`src/hw/rtl/lpno_pkg.sv`:
```
// Package: shared types and constants for the lidar nearest-obstacle detector.
`timescale 1ns / 1ps
package lpno_pkg;

    localparam int unsigned DistW   = 14;
    localparam int unsigned ByteW   = 8;
    localparam int unsigned PosW    = 6;
    localparam int unsigned CfgIdxW = 8;

    localparam logic [ByteW-1:0] HeaderByte = 8'h54;
    localparam logic [PosW-1:0]  PosHunt    = 6'd0;
    localparam logic [PosW-1:0]  PosFirst   = 6'd1;
    localparam logic [PosW-1:0]  PointFirst = 6'd6;
    localparam logic [PosW-1:0]  PointLast  = 6'd41;
    localparam logic [PosW-1:0]  PosLast    = 6'd46;

    // Register indexes of the configuration port
    localparam logic [CfgIdxW-1:0] RegEmergency = 8'd0;
    localparam logic [CfgIdxW-1:0] RegSafe      = 8'd1;
    localparam logic [CfgIdxW-1:0] RegValidLow  = 8'd2;
    localparam logic [CfgIdxW-1:0] RegValidHigh = 8'd3;

    localparam logic [DistW-1:0] EmergencyReset = 14'd120;
    localparam logic [DistW-1:0] SafeReset      = 14'd300;
    localparam logic [DistW-1:0] ValidLowReset  = 14'd10;
    localparam logic [DistW-1:0] ValidHighReset = 14'd12000;

    // Point byte phase within a 3-byte point
    typedef enum logic [1:0] {
        PH_LOW  = 2'd0,
        PH_HIGH = 2'd1,
        PH_INT  = 2'd2
    } t_phase;

    typedef struct packed {
        logic [DistW-1:0] emergency_mm;
        logic [DistW-1:0] safe_mm;
        logic [DistW-1:0] valid_low_mm;
        logic [DistW-1:0] valid_high_mm;
    } t_cfg;

    typedef struct packed {
        logic [DistW-1:0] nearest_mm;
        logic             emergency_flag;
        logic             obstacle_near;
    } t_result;

    typedef struct packed {
        logic at_last;
    } t_trk_status;

endpackage

```
`src/hw/rtl/lidar_packet_nearest_obstacle_top.sv`:
```
// Top level: lidar packet nearest-obstacle detector with configuration registers.
`timescale 1ns / 1ps
// One received byte is taken per cycle, with no gap needed between bytes. Each byte
// passes through combinational logic into the packet tracker registers; the 47th
// byte of a packet loads the output register, and o_valid rises in the next cycle.
// Input stalls only when that last byte arrives while the previous result is still
// pending. Configuration writes are taken every cycle and apply from the next byte.
module lidar_packet_nearest_obstacle_top (
    input  logic                         i_clk,
    input  logic                         i_rst_n,
    input  logic                         i_valid,
    output logic                         o_ready,
    input  logic [lpno_pkg::ByteW-1:0]   i_rx_byte,
    output logic                         o_valid,
    input  logic                         i_ready,
    output logic [lpno_pkg::DistW-1:0]   o_nearest_mm,
    output logic                         o_emergency_flag,
    output logic                         o_obstacle_near,
    input  logic                         i_cfg_valid,
    output logic                         o_cfg_ready,
    input  logic [lpno_pkg::CfgIdxW-1:0] i_cfg_index,
    input  logic [lpno_pkg::DistW-1:0]   i_cfg_data
);
    import lpno_pkg::*;

    t_cfg        r_cfg;
    t_trk_status w_status;
    t_result     w_res, w_out;
    logic        w_res_valid, w_blocked, w_accept;

    assign o_cfg_ready = 1'b1;

    // Write configuration registers; unknown indexes drop the request
    always_ff @(posedge i_clk) begin
        if (!i_rst_n) begin
            r_cfg.emergency_mm  <= EmergencyReset;
            r_cfg.safe_mm       <= SafeReset;
            r_cfg.valid_low_mm  <= ValidLowReset;
            r_cfg.valid_high_mm <= ValidHighReset;
        end else if (i_cfg_valid) begin
            unique case (i_cfg_index)
                RegEmergency: r_cfg.emergency_mm  <= i_cfg_data;
                RegSafe:      r_cfg.safe_mm       <= i_cfg_data;
                RegValidLow:  r_cfg.valid_low_mm  <= i_cfg_data;
                RegValidHigh: r_cfg.valid_high_mm <= i_cfg_data;
                default: ;
            endcase
        end
    end

    // Stall only a byte that would produce a result into a full output
    assign o_ready  = !(w_blocked && w_status.at_last);
    assign w_accept = i_valid && o_ready;

    lpno_track u_track (
        .i_clk       (i_clk),
        .i_rst_n     (i_rst_n),
        .i_accept    (w_accept),
        .i_rx_byte   (i_rx_byte),
        .i_cfg       (r_cfg),
        .o_status    (w_status),
        .o_res_valid (w_res_valid),
        .o_res       (w_res)
    );

    lpno_out u_out (
        .i_clk       (i_clk),
        .i_rst_n     (i_rst_n),
        .i_res_valid (w_res_valid),
        .i_res       (w_res),
        .i_ready     (i_ready),
        .o_blocked   (w_blocked),
        .o_valid     (o_valid),
        .o_res       (w_out)
    );

    assign o_nearest_mm     = w_out.nearest_mm;
    assign o_emergency_flag = w_out.emergency_flag;
    assign o_obstacle_near  = w_out.obstacle_near;

    a_flag_order: assert property (@(posedge i_clk) disable iff (!i_rst_n)
        (w_res_valid && r_cfg.emergency_mm <= r_cfg.safe_mm && w_res.emergency_flag)
            |-> w_res.obstacle_near)
        else $error("emergency without obstacle under ordered thresholds");
    a_result_src: assert property (@(posedge i_clk) disable iff (!i_rst_n)
        $rose(o_valid) |-> $past(w_accept && w_status.at_last))
        else $error("result without a packet end");
    a_stall_only_last: assert property (@(posedge i_clk) disable iff (!i_rst_n)
        !o_ready |-> (o_valid && w_status.at_last))
        else $error("input stalled without cause");

endmodule

```
`src/hw/rtl/lpno_track.sv`:
```
// Packet tracker: header hunt, byte position, distance assembly and running minimum.
`timescale 1ns / 1ps
module lpno_track (
    input  logic                       i_clk,
    input  logic                       i_rst_n,
    input  logic                       i_accept,
    input  logic [lpno_pkg::ByteW-1:0] i_rx_byte,
    input  lpno_pkg::t_cfg             i_cfg,
    output lpno_pkg::t_trk_status      o_status,
    output logic                       o_res_valid,
    output lpno_pkg::t_result          o_res
);
    import lpno_pkg::*;

    logic [PosW-1:0]  r_pos, n_pos;
    t_phase           r_phase, n_phase;
    logic [ByteW-1:0] r_low, n_low;
    logic [DistW-1:0] r_min, n_min;
    logic [15:0]      w_dist;
    logic             w_take;

    assign w_dist = {i_rx_byte, r_low};
    assign w_take = (w_dist > {2'b00, i_cfg.valid_low_mm})
                 && (w_dist < {2'b00, i_cfg.valid_high_mm})
                 && (w_dist < {2'b00, r_min});

    // Advance position, latch low byte, update minimum
    always_comb begin
        n_pos   = r_pos;
        n_phase = r_phase;
        n_low   = r_low;
        n_min   = r_min;
        if (i_accept) begin
            if (r_pos == PosHunt) begin
                if (i_rx_byte == HeaderByte) begin
                    n_pos   = PosFirst;
                    n_phase = PH_LOW;
                    n_min   = i_cfg.valid_high_mm;
                end
            end else begin
                if (r_pos >= PointFirst && r_pos <= PointLast) begin
                    unique case (r_phase)
                        PH_LOW: begin
                            n_low   = i_rx_byte;
                            n_phase = PH_HIGH;
                        end
                        PH_HIGH: begin
                            if (w_take) begin
                                n_min = w_dist[DistW-1:0];
                            end
                            n_phase = PH_INT;
                        end
                        PH_INT: begin
                            n_phase = PH_LOW;
                        end
                        default: begin
                            n_phase = PH_LOW;
                        end
                    endcase
                end
                n_pos = (r_pos == PosLast) ? PosHunt : r_pos + 6'd1;
            end
        end
    end

    always_ff @(posedge i_clk) begin
        if (!i_rst_n) begin
            r_pos   <= PosHunt;
            r_phase <= PH_LOW;
            r_low   <= '0;
            r_min   <= ValidHighReset;
        end else begin
            r_pos   <= n_pos;
            r_phase <= n_phase;
            r_low   <= n_low;
            r_min   <= n_min;
        end
    end

    // The last packet byte carries no distance, so the result is the held minimum
    assign o_status.at_last  = (r_pos == PosLast);
    assign o_res_valid       = i_accept && (r_pos == PosLast);
    assign o_res.nearest_mm     = r_min;
    assign o_res.emergency_flag = (r_min < i_cfg.emergency_mm);
    assign o_res.obstacle_near  = (r_min < i_cfg.safe_mm);

    a_pos_range: assert property (@(posedge i_clk) disable iff (!i_rst_n)
        r_pos <= PosLast)
        else $error("byte position past packet end");
    a_phase_align: assert property (@(posedge i_clk) disable iff (!i_rst_n)
        (r_pos == PointFirst) |-> (r_phase == PH_LOW))
        else $error("point phase misaligned at first point byte");
    a_hunt_hold: assert property (@(posedge i_clk) disable iff (!i_rst_n)
        (i_accept && r_pos == PosHunt && i_rx_byte != HeaderByte) |=> (r_pos == PosHunt))
        else $error("left hunt without header");
    a_wrap: assert property (@(posedge i_clk) disable iff (!i_rst_n)
        o_res_valid |=> (r_pos == PosHunt))
        else $error("no return to hunt after result");

endmodule

```
`src/hw/rtl/lpno_out.sv`:
```
// Output register: holds one result request until the consumer takes it.
`timescale 1ns / 1ps
module lpno_out (
    input  logic              i_clk,
    input  logic              i_rst_n,
    input  logic              i_res_valid,
    input  lpno_pkg::t_result i_res,
    input  logic              i_ready,
    output logic              o_blocked,
    output logic              o_valid,
    output lpno_pkg::t_result o_res
);
    import lpno_pkg::*;

    logic    r_valid;
    t_result r_res;

    // Full and not drained this cycle: a new result cannot enter
    assign o_blocked = r_valid && !i_ready;

    always_ff @(posedge i_clk) begin
        if (!i_rst_n) begin
            r_valid <= 1'b0;
        end else if (i_res_valid) begin
            r_valid <= 1'b1;
        end else if (i_ready) begin
            r_valid <= 1'b0;
        end
    end

    // Load payload only when a new result arrives
    always_ff @(posedge i_clk) begin
        if (i_res_valid) begin
            r_res <= i_res;
        end
    end

    assign o_valid = r_valid;
    assign o_res   = r_res;

    a_no_overwrite: assert property (@(posedge i_clk) disable iff (!i_rst_n)
        i_res_valid |-> !o_blocked)
        else $error("result overwrote a pending request");
    a_hold: assert property (@(posedge i_clk) disable iff (!i_rst_n)
        (r_valid && !i_ready && !i_res_valid) |=> (r_valid && $stable(r_res)))
        else $error("pending result lost");
    a_load: assert property (@(posedge i_clk) disable iff (!i_rst_n)
        i_res_valid |=> (r_valid && r_res == $past(i_res)))
        else $error("result not captured");

endmodule
```
`config.mk`:
```
export PLATFORM = sky130hd
export DESIGN_NAME = lidar_packet_nearest_obstacle_top
export DESIGN_NICKNAME = d
export VERILOG_FILES = /design/src/hw/rtl/lpno_pkg.sv /design/src/hw/rtl/lidar_packet_nearest_obstacle_top.sv /design/src/hw/rtl/lpno_track.sv /design/src/hw/rtl/lpno_out.sv
export SDC_FILE = /design/constraint.sdc
export NUM_CORES = 1
export LEC_CHECK = 0
export BUFFER_PORTS_ARGS = -buffer_cell sky130_fd_sc_hd__buf_4
export CORE_MARGIN = 2
export CORE_UTILIZATION = 39
export DETAILED_ROUTE_END_ITERATION = 10
export PLACE_DENSITY = 0.57
export RECOVER_POWER = 25
export SETUP_SLACK_MARGIN = 0.5
export SLEW_MARGIN = 20
export SYNTH_ARGS = -nofsm -noshare
export SYNTH_HDL_FRONTEND = slang
export SYNTH_SLANG_ARGS = --single-unit
```
`constraint.sdc`:
```
create_clock -name i_clk -period 3.2 [get_ports i_clk]
set_clock_uncertainty 0.15 [all_clocks]
set_input_delay 0.64 -clock i_clk [delete_from_list [all_inputs] [get_ports i_clk]]
set_output_delay 0.64 -clock i_clk [all_outputs]
set_load 0.005 [all_outputs]
```
## After elaboration in Yosys (flattened, before gate mapping)

Index checks and enable logic that the tools add are counted.

| word-level totals | value |
|---|---|
| bits in registers | 103 |
| input bits | 35 |
| output and inout bits | 19 |
| logic and storage cells | 66 |

| cells by class | value |
|---|---|
| $add $sub $neg | 1 |
| order comparisons | 7 |
| equal/unequal tests | 7 |
| muxes and demuxes | 14 |
| bitwise logic cells | 1 |
| reductions and logical operators | 24 |

Operators with widths:

| kind | number |
|---|---|
| two-way mux 14 bit | 5 |
| less-than comparator 16 x 14 -> 1 bit | 2 |
| less-than comparator 14 bit | 2 |
| two-way mux 6 bit | 3 |
| == test 8 x 2 -> 1 bit (second input constant) | 2 |
| > comparator 16 x 14 -> 1 bit | 1 |
| AND reduction 2 bit | 5 |
| == test 8 x 1 -> 1 bit (second input constant) | 1 |
| == test 8 x 7 -> 1 bit (second input constant) | 1 |
| logical NOT 8 bit | 1 |
| nonzero test 2 bit | 4 |
| logical AND 1 bit | 7 |
| adder 6 x 1 -> 6 bit (second input constant) | 1 |
| == test 6 bit (second input constant) | 1 |
| greater-or-equal comparator 6 x 3 -> 1 bit (second input constant) | 1 |
| <= comparator 6 bit (second input constant) | 1 |
| logical NOT 6 bit | 1 |
| two-way mux 2 bit | 3 |
| AND reduction 5 bit | 1 |
| case mux 2 bit (2 select lines) | 1 |
| AND reduction 4 bit | 1 |
| AND reduction 3 bit | 1 |
| == test 2 x 1 -> 1 bit (second input constant) | 1 |
| logical NOT 1 bit | 2 |
| 4 further kinds | 5 |

## Longest topological paths before layout

Gate-level depths: netlist (run 1).

| depth | value |
|---|---|
| word-level depth | 7 |
| gate-level depth with buffers | 12 |
| mapped depth without buffers | 8 |

## Hierarchy

A second synthesis (run 1) with hierarchy kept.

| second synthesis, totals | value |
|---|---|
| cells, all modules | 685 |
| area total of the unflattened synthesis | 6294.8 µm² |

Modules (own cells, without submodules):

| module | instances | cells each | area an instance (µm²) | sequential area each (µm²) |
|---|---|---|---|---|
| lpno_track | 1 | 448 | 3518.4 | 600.6 |
| lidar_packet_nearest_obstacle_top | 1 | 218 | 2254.7 | 1121.1 |
| lpno_out | 1 | 19 | 521.8 | 500.5 |

## Worst setup path before layout (run 1)

OpenSTA, ideal clock, no wires.

| timing | value |
|---|---|
| kind | input -> register |
| from | input i_rx_byte[4] (netlist name) |
| to | register u_track.r_min[10] |
| setup time | 0.088 ns |
| data arrival time | 2.747 ns |
| data required time | 2.962 ns |
| slack | 0.215 ns |
| stages | 8 |
| buffers on the path | 1 |
| cells stage by stage | ha_1 -> nand4_1 -> or4_1 -> a211oi_2 -> a2111oi_2 -> or4_1 -> buf_6 -> a311oi_2 |

| between the ends | value |
|---|---|
| longest elaborated chain between the ends | 5 |
| elaborated cells between the ends (all ways) | 9 |
| classes of those cells | order compare (3); eq/ne (2); reduce/logical (4) |

Ends and longest elaborated chain:

| item | RTL line | source |
|---|---|---|
| from (decl) | lidar_packet_nearest_obstacle_top.sv:13 | `input logic [lpno_pkg::ByteW-1:0] i_rx_byte,` |
| > comparator 16 x 14 -> 1 bit or less-than comparator 16 x 14 -> 1 bit (tied branches) | lpno_track.sv:23, lpno_track.sv:24 |  |
| logical AND 1 bit | lpno_track.sv:24 | `&& (w_dist < {2'b00, i_cfg.valid_high_mm})` |
| logical AND 1 bit | lpno_track.sv:25 | `&& (w_dist < {2'b00, r_min});` |
| nonzero test 2 bit (no line) | -- |  |
| AND reduction 5 bit (no line) * | -- |  |
| to (signal assigned) | lpno_track.sv:71 | `r_min <= ValidHighReset;` |
| to (signal assigned) | lpno_track.sv:76 | `r_min <= n_min;` |
| to (decl) | lpno_track.sv:18 | `logic [DistW-1:0] r_min, n_min;` |

Every way passes the cells marked *; elsewhere a longest branch is shown, timed or not.
A chain may end at the register's enable or synchronous reset.

## Worst setup path after layout (run 1)

| timing | value |
|---|---|
| from | register u_track.r_min[1] |
| to | register u_track.r_min[11] |

| between the ends | value |
|---|---|
| longest elaborated chain between the ends | 4 |

Ends and longest elaborated chain:

| item | RTL line |
|---|---|
| less-than comparator 16 x 14 -> 1 bit | lpno_track.sv:25 |
| logical AND 1 bit | lpno_track.sv:25 |
| nonzero test 2 bit (no line) | -- |
| AND reduction 5 bit (no line) | -- |

No other way between the ends.

==> results.toml, run 1 <==
[outcome]
status = "finished, final reports clean"

[layout]
num_antenna_cells = 0
final_instance_area_um2 = 7470
net_count_final = 845
syn2layout_area_growth_pct = 20.3
drive_gt1_frac = 0.184

[worst_setup_path]
reg2reg_depth = 8
r2r_setup_slack_ns = 0.37
reg2reg_from = "u_track.r_min[1]"
critical_path.reg2reg.endpoint = "u_track.r_min[11]"
worst_path_maximum_fanout = 7
critPathCaptureType = "flop"
cp-start-kind = "flop"
crit_arrival_ns = 2.94
crit_path_category = "flop to flop"
required_time_reported_for_the_critical_path_endpoint_ns = 3.32

[synthesis]
yosysSeqAreaShare = 0.358
synthFlopType = "sky130_fd_sc_hd__dfxtp_1"
synth_adder_area_share = 0.141
netlist_instances = 671
yosys_warnings = 0
main_combinational_cell_family_by_area_after_synthesis = "simple AND/OR/NAND/NOR gates"
ys_ff_latch = 103
synth_simple_gate_area_share = 0.186
multiplexer_fraction_of_the_synthesized_cell_area = 0.0964
synth_area_leaders = "sky130_fd_sc_hd__dfxtp_1 (28%), sky130_fd_sc_hd__ha_1 (14%), sky130_fd_sc_hd__mux2i_1 (8.5%)"
netlist_area_um2 = 6210
edff_count_synth = 16
post_synth_xor_xnor_area = 0.00565
synth_top_area_frac = 0.281
synthesis.area_per_instance_um2 = 9.25
yosys.cell_types.count = 53
netlist.top_cell.by_area = "sky130_fd_sc_hd__dfxtp_1"
postSynthNetCount = 776
synth_compound_gate_area_share = 0.147
share_of_synthesized_registers_carrying_an_async_set_or_reset = 0

[placement]
portBuffers = 52
pre_cts_setup_slack_ns = 0.00632
detailed_placement_hpwl_um = 13200
place_congestion = 0.892
post_dp_cell_area_um2 = 6990

[cts]
clock-root-buffer = "sky130_fd_sc_hd__clkbuf_16"
h_tree_level_count = 3
cts_buffers = 9
cts-root-to-sink-buffers = 2
path_clk_slew_ns = 0.07
cts-hold-fix-buffers = 0
clock_sinks = 103
cts_tree = "built"
clock_latency_ns = 0.35

[power]
p_per_area_nw_per_um2 = 353
cell_leakage_power_nw = 3.16
vdd_ir_drop_max_v = 0.000210

[timing]
setup_violations = 0
fin_crit_sh = 0.883
timing.final.ws_setup_ns = 0.374
final_period_minus_worst_setup_slack_ns = 2.83
rsz0062_at_grt = "yes"
maxSlewHeadroom = 0.392
worst-slew-pin-transition_ns = 0.912
final-hold-violation-count = 0
slew_violations = 0
maxClockFrequency_mhz = 354
setup-tns-final_ns = 0

[die]
start_util = 0.395
die_y_extent_um = 130
pin_count = 54
floorplan.die.width_um = 130
floorplan.die_area_um2 = 16900
core_region_area_um2 = 15700
std_cell_rows = 46

[worst_hold_path]
worst_hold_startpoint = "r_cfg[33]"
holdCritPathClass = "flop to flop"
worstHoldEndpoint = "r_cfg[33]"
worstHoldPathCells = 2

[detailed_routing]
route.layer.met1.wl_um = 8610
drc = 0
drtPass1Iterations = 5
drtAntennaViolNets = 0
avgViaCountPerCell = 5.23
dr_total_vias = 5025
wl_met2_um = 7770
routedWlPerCell_um = 18.2
met3RoutedLength_um = 767
wirelength_um = 17500
highest_layer = "met4"
drt_iter0_drc = 341

[flow_run]
cap_viol_max_count = 0

[global_routing]
grt_max_degree = 72
wire_length_of_the_first_global_routing_pass_um = 27700
grt_antenna_before_repair = 0
number_of_global_route_vias_before_repair = 4968
grt_overflow = 0
global_route.usage.total = 0.217
==> Yosys cell counts, types with 3 or more instances <==
master / count
sky130_fd_sc_hd__nand3_1: 25
sky130_fd_sc_hd__a21boi_0: 12
sky130_fd_sc_hd__a21o_1: 13
sky130_fd_sc_hd__nor3_1: 4
sky130_fd_sc_hd__buf_2: 6
sky130_fd_sc_hd__nand4_1: 11
sky130_fd_sc_hd__edfxtp_1: 16
sky130_fd_sc_hd__nand2_1: 58
sky130_fd_sc_hd__a311oi_2: 7
sky130_fd_sc_hd__nor2b_1: 49
sky130_fd_sc_hd__nor4_1: 9
sky130_fd_sc_hd__o221ai_1: 7
sky130_fd_sc_hd__xnor2_1: 3
sky130_fd_sc_hd__clkbuf_1: 24
sky130_fd_sc_hd__nand2b_1: 8
sky130_fd_sc_hd__mux2i_1: 53
sky130_fd_sc_hd__a211oi_1: 5
sky130_fd_sc_hd__ha_1: 70
sky130_fd_sc_hd__inv_1: 70
sky130_fd_sc_hd__nor2_1: 20
sky130_fd_sc_hd__o21ai_0: 24
sky130_fd_sc_hd__or4_1: 10
sky130_fd_sc_hd__dfxtp_1: 87
sky130_fd_sc_hd__nor3b_1: 4
sky130_fd_sc_hd__mux2_2: 6
sky130_fd_sc_hd__a21oi_1: 19
sky130_fd_sc_hd__o211ai_1: 19
==> routing by layer <==
metal	up-vias	track usage
met3	24	0.0414
met5	-	0
met4	0	0.0670
li1	2524	-
met1	2366	0.304
met2	111	0.339
==> cells in the final DEF (no fill, tap or decap), types with 9 or more instances in the layout <==
| cell | instances |
|---|---|
| sky130_fd_sc_hd__clkbuf_1 | 11 |
| sky130_fd_sc_hd__inv_1 | 66 |
| sky130_fd_sc_hd__nor2_1 | 20 |
| sky130_fd_sc_hd__or4_1 | 9 |
| sky130_fd_sc_hd__a21oi_1 | 19 |
| sky130_fd_sc_hd__buf_4 | 58 |
| sky130_fd_sc_hd__nand2_1 | 57 |
| sky130_fd_sc_hd__mux2i_1 | 53 |
| sky130_fd_sc_hd__edfxtp_1 | 16 |
| sky130_fd_sc_hd__clkbuf_4 | 17 |
| sky130_fd_sc_hd__nor2b_1 | 49 |
| sky130_fd_sc_hd__ha_1 | 64 |
| sky130_fd_sc_hd__nand4_1 | 11 |
| sky130_fd_sc_hd__dfxtp_1 | 81 |
| sky130_fd_sc_hd__clkbuf_16 | 9 |
| sky130_fd_sc_hd__a21boi_0 | 12 |
| sky130_fd_sc_hd__a21o_1 | 13 |
| sky130_fd_sc_hd__o211ai_1 | 19 |
| sky130_fd_sc_hd__o21ai_0 | 24 |
| sky130_fd_sc_hd__nand3_1 | 25 |
==> what timing repair did <==
item | CTS | global route
gates resized for setup | 31 | 4
pin swaps | 3 | 4
buffers inserted | 3 | 2
setup endpoints to repair | 9 | 14
==> cells by family after synthesis <==
group / count (synthesis)
compound gates: 120
xor+xnor: 4
fa+ha+maj: 70
buf+inv: 102
flops: 103
mux: 59
other cells: 1
simple gates: 212
==> state kept, by name (all words and copies together), names as in the netlist <==
| register | count |
|---|---|
| r_cfg | 56 |
| u_track.r_phase | 2 |
| u_track.r_pos | 6 |
| u_track.r_min | 14 |
| u_track.r_low | 8 |
| u_out.o_res | 16 |
| u_out.o_valid | 1 |
==> area by class of cell <==
type | count | area, µm²
clock buffers | 11 | 233
fillers | 1465 | 8240
flip-flops and latches | 103 | 2230
well taps | 216 | 270
multi-input cells | 466 | 3730
repair buffers | 90 | 664
clock inverters | 5 | 80.1
inverters | 70 | 263
==> metrics by stage <==
step / utilization / power, mW / instances / hold slack [ns]
after floorplan: - / 1.40 / 671 / 0.295
after global placement: 0.445 / 1.47 / 940 / 0.308
after detailed placement: 0.445 / 1.47 / 940 / 0.315
after CTS: 0.475 / 2.67 / 959 / 0.333
after global routing: 0.475 / 2.73 / 961 / 0.341
final: 0.475 / 2.64 / 961 / 0.329
==> power breakdown <==
part	leakage [nW]	switching [mW]	internal (mW)	total (mW)
registers	0.837	0.000642	1.31	1.31
clock network	0.148	0.495	0.687	1.18
logic	2.17	0.0797	0.0685	0.148
==> worst max-delay path, stage by stage (launching register included) <==
cell and delay (ns):
sky130_fd_sc_hd__dfxtp_1 0.47, sky130_fd_sc_hd__inv_1 0.08, sky130_fd_sc_hd__ha_1 0.27, sky130_fd_sc_hd__a2111o_1 0.40
sky130_fd_sc_hd__a221oi_4 0.27, sky130_fd_sc_hd__nor2_1 0.11, sky130_fd_sc_hd__or4_1 0.55, sky130_fd_sc_hd__buf_6 0.17
sky130_fd_sc_hd__a311oi_2 0.27
==> how the worst max path moves through the flow <==
stage                                 from           endpoint  cells past startpoint
after floorplan               i_rx_byte[4]  u_track.r_min[10]                      8
after global placement        i_rx_byte[4]   u_track.r_min[7]                      9
after detailed placement      i_rx_byte[4]  u_track.r_min[10]                      9
after CTS                        r_cfg[25]   u_track.r_min[6]                      9
after global routing      u_track.r_min[4]  u_track.r_min[11]                      9
final                     u_track.r_min[1]  u_track.r_min[11]                      8
(Power assumes the default switching activity.)
==> inputs of run 2 (changes only) <==
--- a/config.mk
+++ b/config.mk
@@ -5,7 +5,7 @@
 export SDC_FILE = /design/constraint.sdc
 export NUM_CORES = 1
 export LEC_CHECK = 0
-export BUFFER_PORTS_ARGS = -buffer_cell sky130_fd_sc_hd__buf_4
+export BUFFER_PORTS_ARGS = -buffer_cell sky130_fd_sc_hd__buf_2
 export CORE_MARGIN = 2
 export CORE_UTILIZATION = 39
 export DETAILED_ROUTE_END_ITERATION = 10
@@ -15,4 +15,5 @@
 export SLEW_MARGIN = 20
 export SYNTH_ARGS = -nofsm -noshare
 export SYNTH_HDL_FRONTEND = slang
+export SYNTH_HIERARCHICAL = 1
 export SYNTH_SLANG_ARGS = --single-unit
==> run 2 against run 1 <==
  * Count of clock-buffer cells in the layout rose by 1
  * Combinational power fell by 10%
  * Hold slack got worse by 0.020 ns
  * Non-clock buffer count fell by 11
  * Area after synthesis rose by 1.4%
  * Total power fell by 1.2%
  * Synthesized cell count rose by 2.1%
  * Sequential power barely moved
  * Core utilization fell by 2.3 points
  * Fmax rose by 7.3%
  * First-iteration DRC count fell by 14%
  * Die area rose by 1.4%
  * Critical endpoint is now u_track/r_min[5]
  * Largest power group unchanged
==> results.toml, run 2 <==
[outcome]
status = "finished, final reports clean"

[layout]
final_common_cell = "sky130_fd_sc_hd__dfxtp_1"
syn2layout_area_growth_pct = 13.6
drive_gt1_frac = 0.147
final_instance_area_um2 = 7150
largest_register_ffs = 56
max_flop_register = "r_cfg"
num_antenna_cells = 0
net_count_final = 847
postLayoutCoreUtil = 0.452
mostFrequentLayoutCells = "sky130_fd_sc_hd__dfxtp_1 (84), sky130_fd_sc_hd__nand2_1 (79), sky130_fd_sc_hd__inv_1 (74)"

[detailed_routing]
avgViaCountPerCell = 5.27
drtPass1Iterations = 5
wirelength_um = 16900
dr_total_vias = 5071
drc = 0
drt_iter0_drc = 292
drtAntennaViolNets = 0
routedWlPerCell_um = 17.6

[global_routing]
number_of_global_route_vias_before_repair = 4990
global_route.usage.total = 0.205
grt_overflow = 0
grt_max_degree = 67
wire_length_of_the_first_global_routing_pass_um = 26500
grt_antenna_before_repair = 0

[placement]
post_dp_cell_area_um2 = 6830
detailed_placement_hpwl_um = 12800
place_congestion = 0.891
portBuffers = 52

[power]
cell_leakage_power_nw = 3.29
power_switching_mw = 0.588
pwr-share-seq = 0.502
vdd_ir_drop_max_v = 0.000268
post-layout-total-power_mw = 2.61
p_per_area_nw_per_um2 = 365
power_report.internal_total_mw = 2.02
power.share.switching = 0.225
combPwrFrac = 0.051
p_clk_frac = 0.447

[synthesis]
yosys_warnings = 6
synth_top_area_frac = 0.277
ys_ff_latch = 103
edff_count_synth = 16
synth_most_common_cell = "sky130_fd_sc_hd__dfxtp_1"
postSynthNetCount = 790
yosys.cell_types.count = 61
netlist_area_um2 = 6290
yosysSeqAreaShare = 0.353
synthesis.area_per_instance_um2 = 9.19
synthFlopType = "sky130_fd_sc_hd__dfxtp_1"
netlist.top_cell.by_area = "sky130_fd_sc_hd__dfxtp_1"
share_of_synthesized_registers_carrying_an_async_set_or_reset = 0
netlist_instances = 685
synth_area_leaders = "sky130_fd_sc_hd__dfxtp_1 (28%), sky130_fd_sc_hd__ha_1 (14%), sky130_fd_sc_hd__mux2i_1 (12%)"
synth.cells.most_frequent = "sky130_fd_sc_hd__dfxtp_1 (87), sky130_fd_sc_hd__nand2_1 (80), sky130_fd_sc_hd__inv_1 (74), sky130_fd_sc_hd__mux2i_1 (73), sky130_fd_sc_hd__ha_1 (70)"

[worst_setup_path]
critPathSlowestCell = "sky130_fd_sc_hd__dfxtp_1"
critPathCaptureType = "flop"
crit_arrival_ns = 2.75
worst_path_maximum_fanout = 8
path_cells = "inv_1 > ha_1 > a211o_1 > a2111oi_2 > o31ai_1 > a211oi_2 > o211a_1 > buf_4 > o2111ai_1 > o311ai_4"
crit_family = "compound AO/OA/AOI/OAI gates"
max_stage_delay_ns = 0.53
critical_path.n_buffers_inverters = 2
required_time_reported_for_the_critical_path_endpoint_ns = 3.32
cp-start-kind = "flop"
crit_path_category = "flop to flop"

[die]
floorplan.die.width_um = 131
die_y_extent_um = 131
pin_count = 54
start_util = 0.398
floorplan.die_area_um2 = 17200
std_cell_rows = 46
core_region_area_um2 = 15800

[timing]
setup_violations = 0
slew_violations = 0
rsz0062_at_grt = "no"
setup-tns-final_ns = 0
worst-slew-pin-transition_ns = 1.21
final-hold-violation-count = 0
maxSlewHeadroom = 0.195
maxClockFrequency_mhz = 380
final_period_minus_worst_setup_slack_ns = 2.63
fin_crit_sh = 0.823

[cts]
cts_tree = "built"
cts-hold-fix-buffers = 0
clock_sinks = 103
clock-root-buffer = "sky130_fd_sc_hd__clkbuf_16"
cts_buffers = 9
h_tree_level_count = 3
cts-root-to-sink-buffers = 2
path_clk_slew_ns = 0.07
clock_latency_ns = 0.36

[flow_run]
cap_viol_max_count = 0

[worst_hold_path]
holdCritPathClass = "flop to flop"
==> run 2: final timing paths <==
path / start / to / slack, ns / cells after the start
worst max-delay path: u_track/r_min[13] / u_track/r_min[5] / 0.57 / 10
worst min-delay path: r_cfg[3] / r_cfg[3] / 0.31 / 2
worst max register to register: u_track/r_min[13] / u_track/r_min[5] / 0.57 / 10
worst min register to register: r_cfg[3] / r_cfg[3] / 0.31 / 2
==> run 2: stage by stage <==
stage	instances	hold slack, ns	setup WS [ns]
6_report	963	0.308	0.566
2_1_floorplan	685	0.288	0.509
5_1_grt	963	0.332	0.391
3_5_place_dp	943	0.301	0.217
4_1_cts	959	0.311	0.489
3_3_place_gp	943	0.297	0.260
==> run 2: final cells by class <==
cell class / count / area (µm²)
multi-input cells: 475 / 3620
inverters: 74 / 278
clock buffers: 12 / 259
fillers: 1541 / 8670
well taps: 216 / 270
flip-flops and latches: 103 / 2230
repair buffers: 79 / 442
clock inverters: 4 / 51.3
==> run 2: kinds of logic (layout without fill, tap and decap cells) <==
group | Yosys count | after routing | synth area share
compound gates | 134 | 134 | 0.152
other cells | 1 | 1 | 0.000596
mux | 73 | 73 | 0.116
fa+ha+maj | 70 | 70 | 0.139
flops | 103 | 103 | 0.353
simple gates | 196 | 197 | 0.163
buf+inv | 108 | 169 | 0.0763
==> run 2: power by group through the flow <==
stage          clock [mW]  sequential, mW  combinational (mW)
6_report             1.17            1.31               0.133
5_1_grt              1.24            1.31               0.148
4_1_cts              1.20            1.31               0.135
3_5_place_dp            0            1.34               0.134
3_3_place_gp            0            1.34               0.132
2_1_floorplan           0            1.34              0.0709
==> run 2: repair_timing <==
action / in CTS / in global routing
pin swaps: 0 / 2
setup buffers: 0 / 2
resized for setup: 4 / 17
setup endpoints to repair: 22 / 25
cloned: 0 / 2
==> run 2: tightest hold or removal path, cell delays in order, from the launching register on <==
cell and delay, ns:
sky130_fd_sc_hd__dfxtp_1 0.31, sky130_fd_sc_hd__nand2_1 0.05, sky130_fd_sc_hd__mux2i_1 0.05
==> run 2: layer usage <==
layer | vias to the layer above | wire length, µm | GRT usage
li1 | 2520 | - | -
met1 | 2388 | 7670 | 0.255
met2 | 131 | 8080 | 0.349
met3 | 32 | 629 | 0.0375
met4 | 0 | 520 | 0.0864
met5 | - | 0 | 0
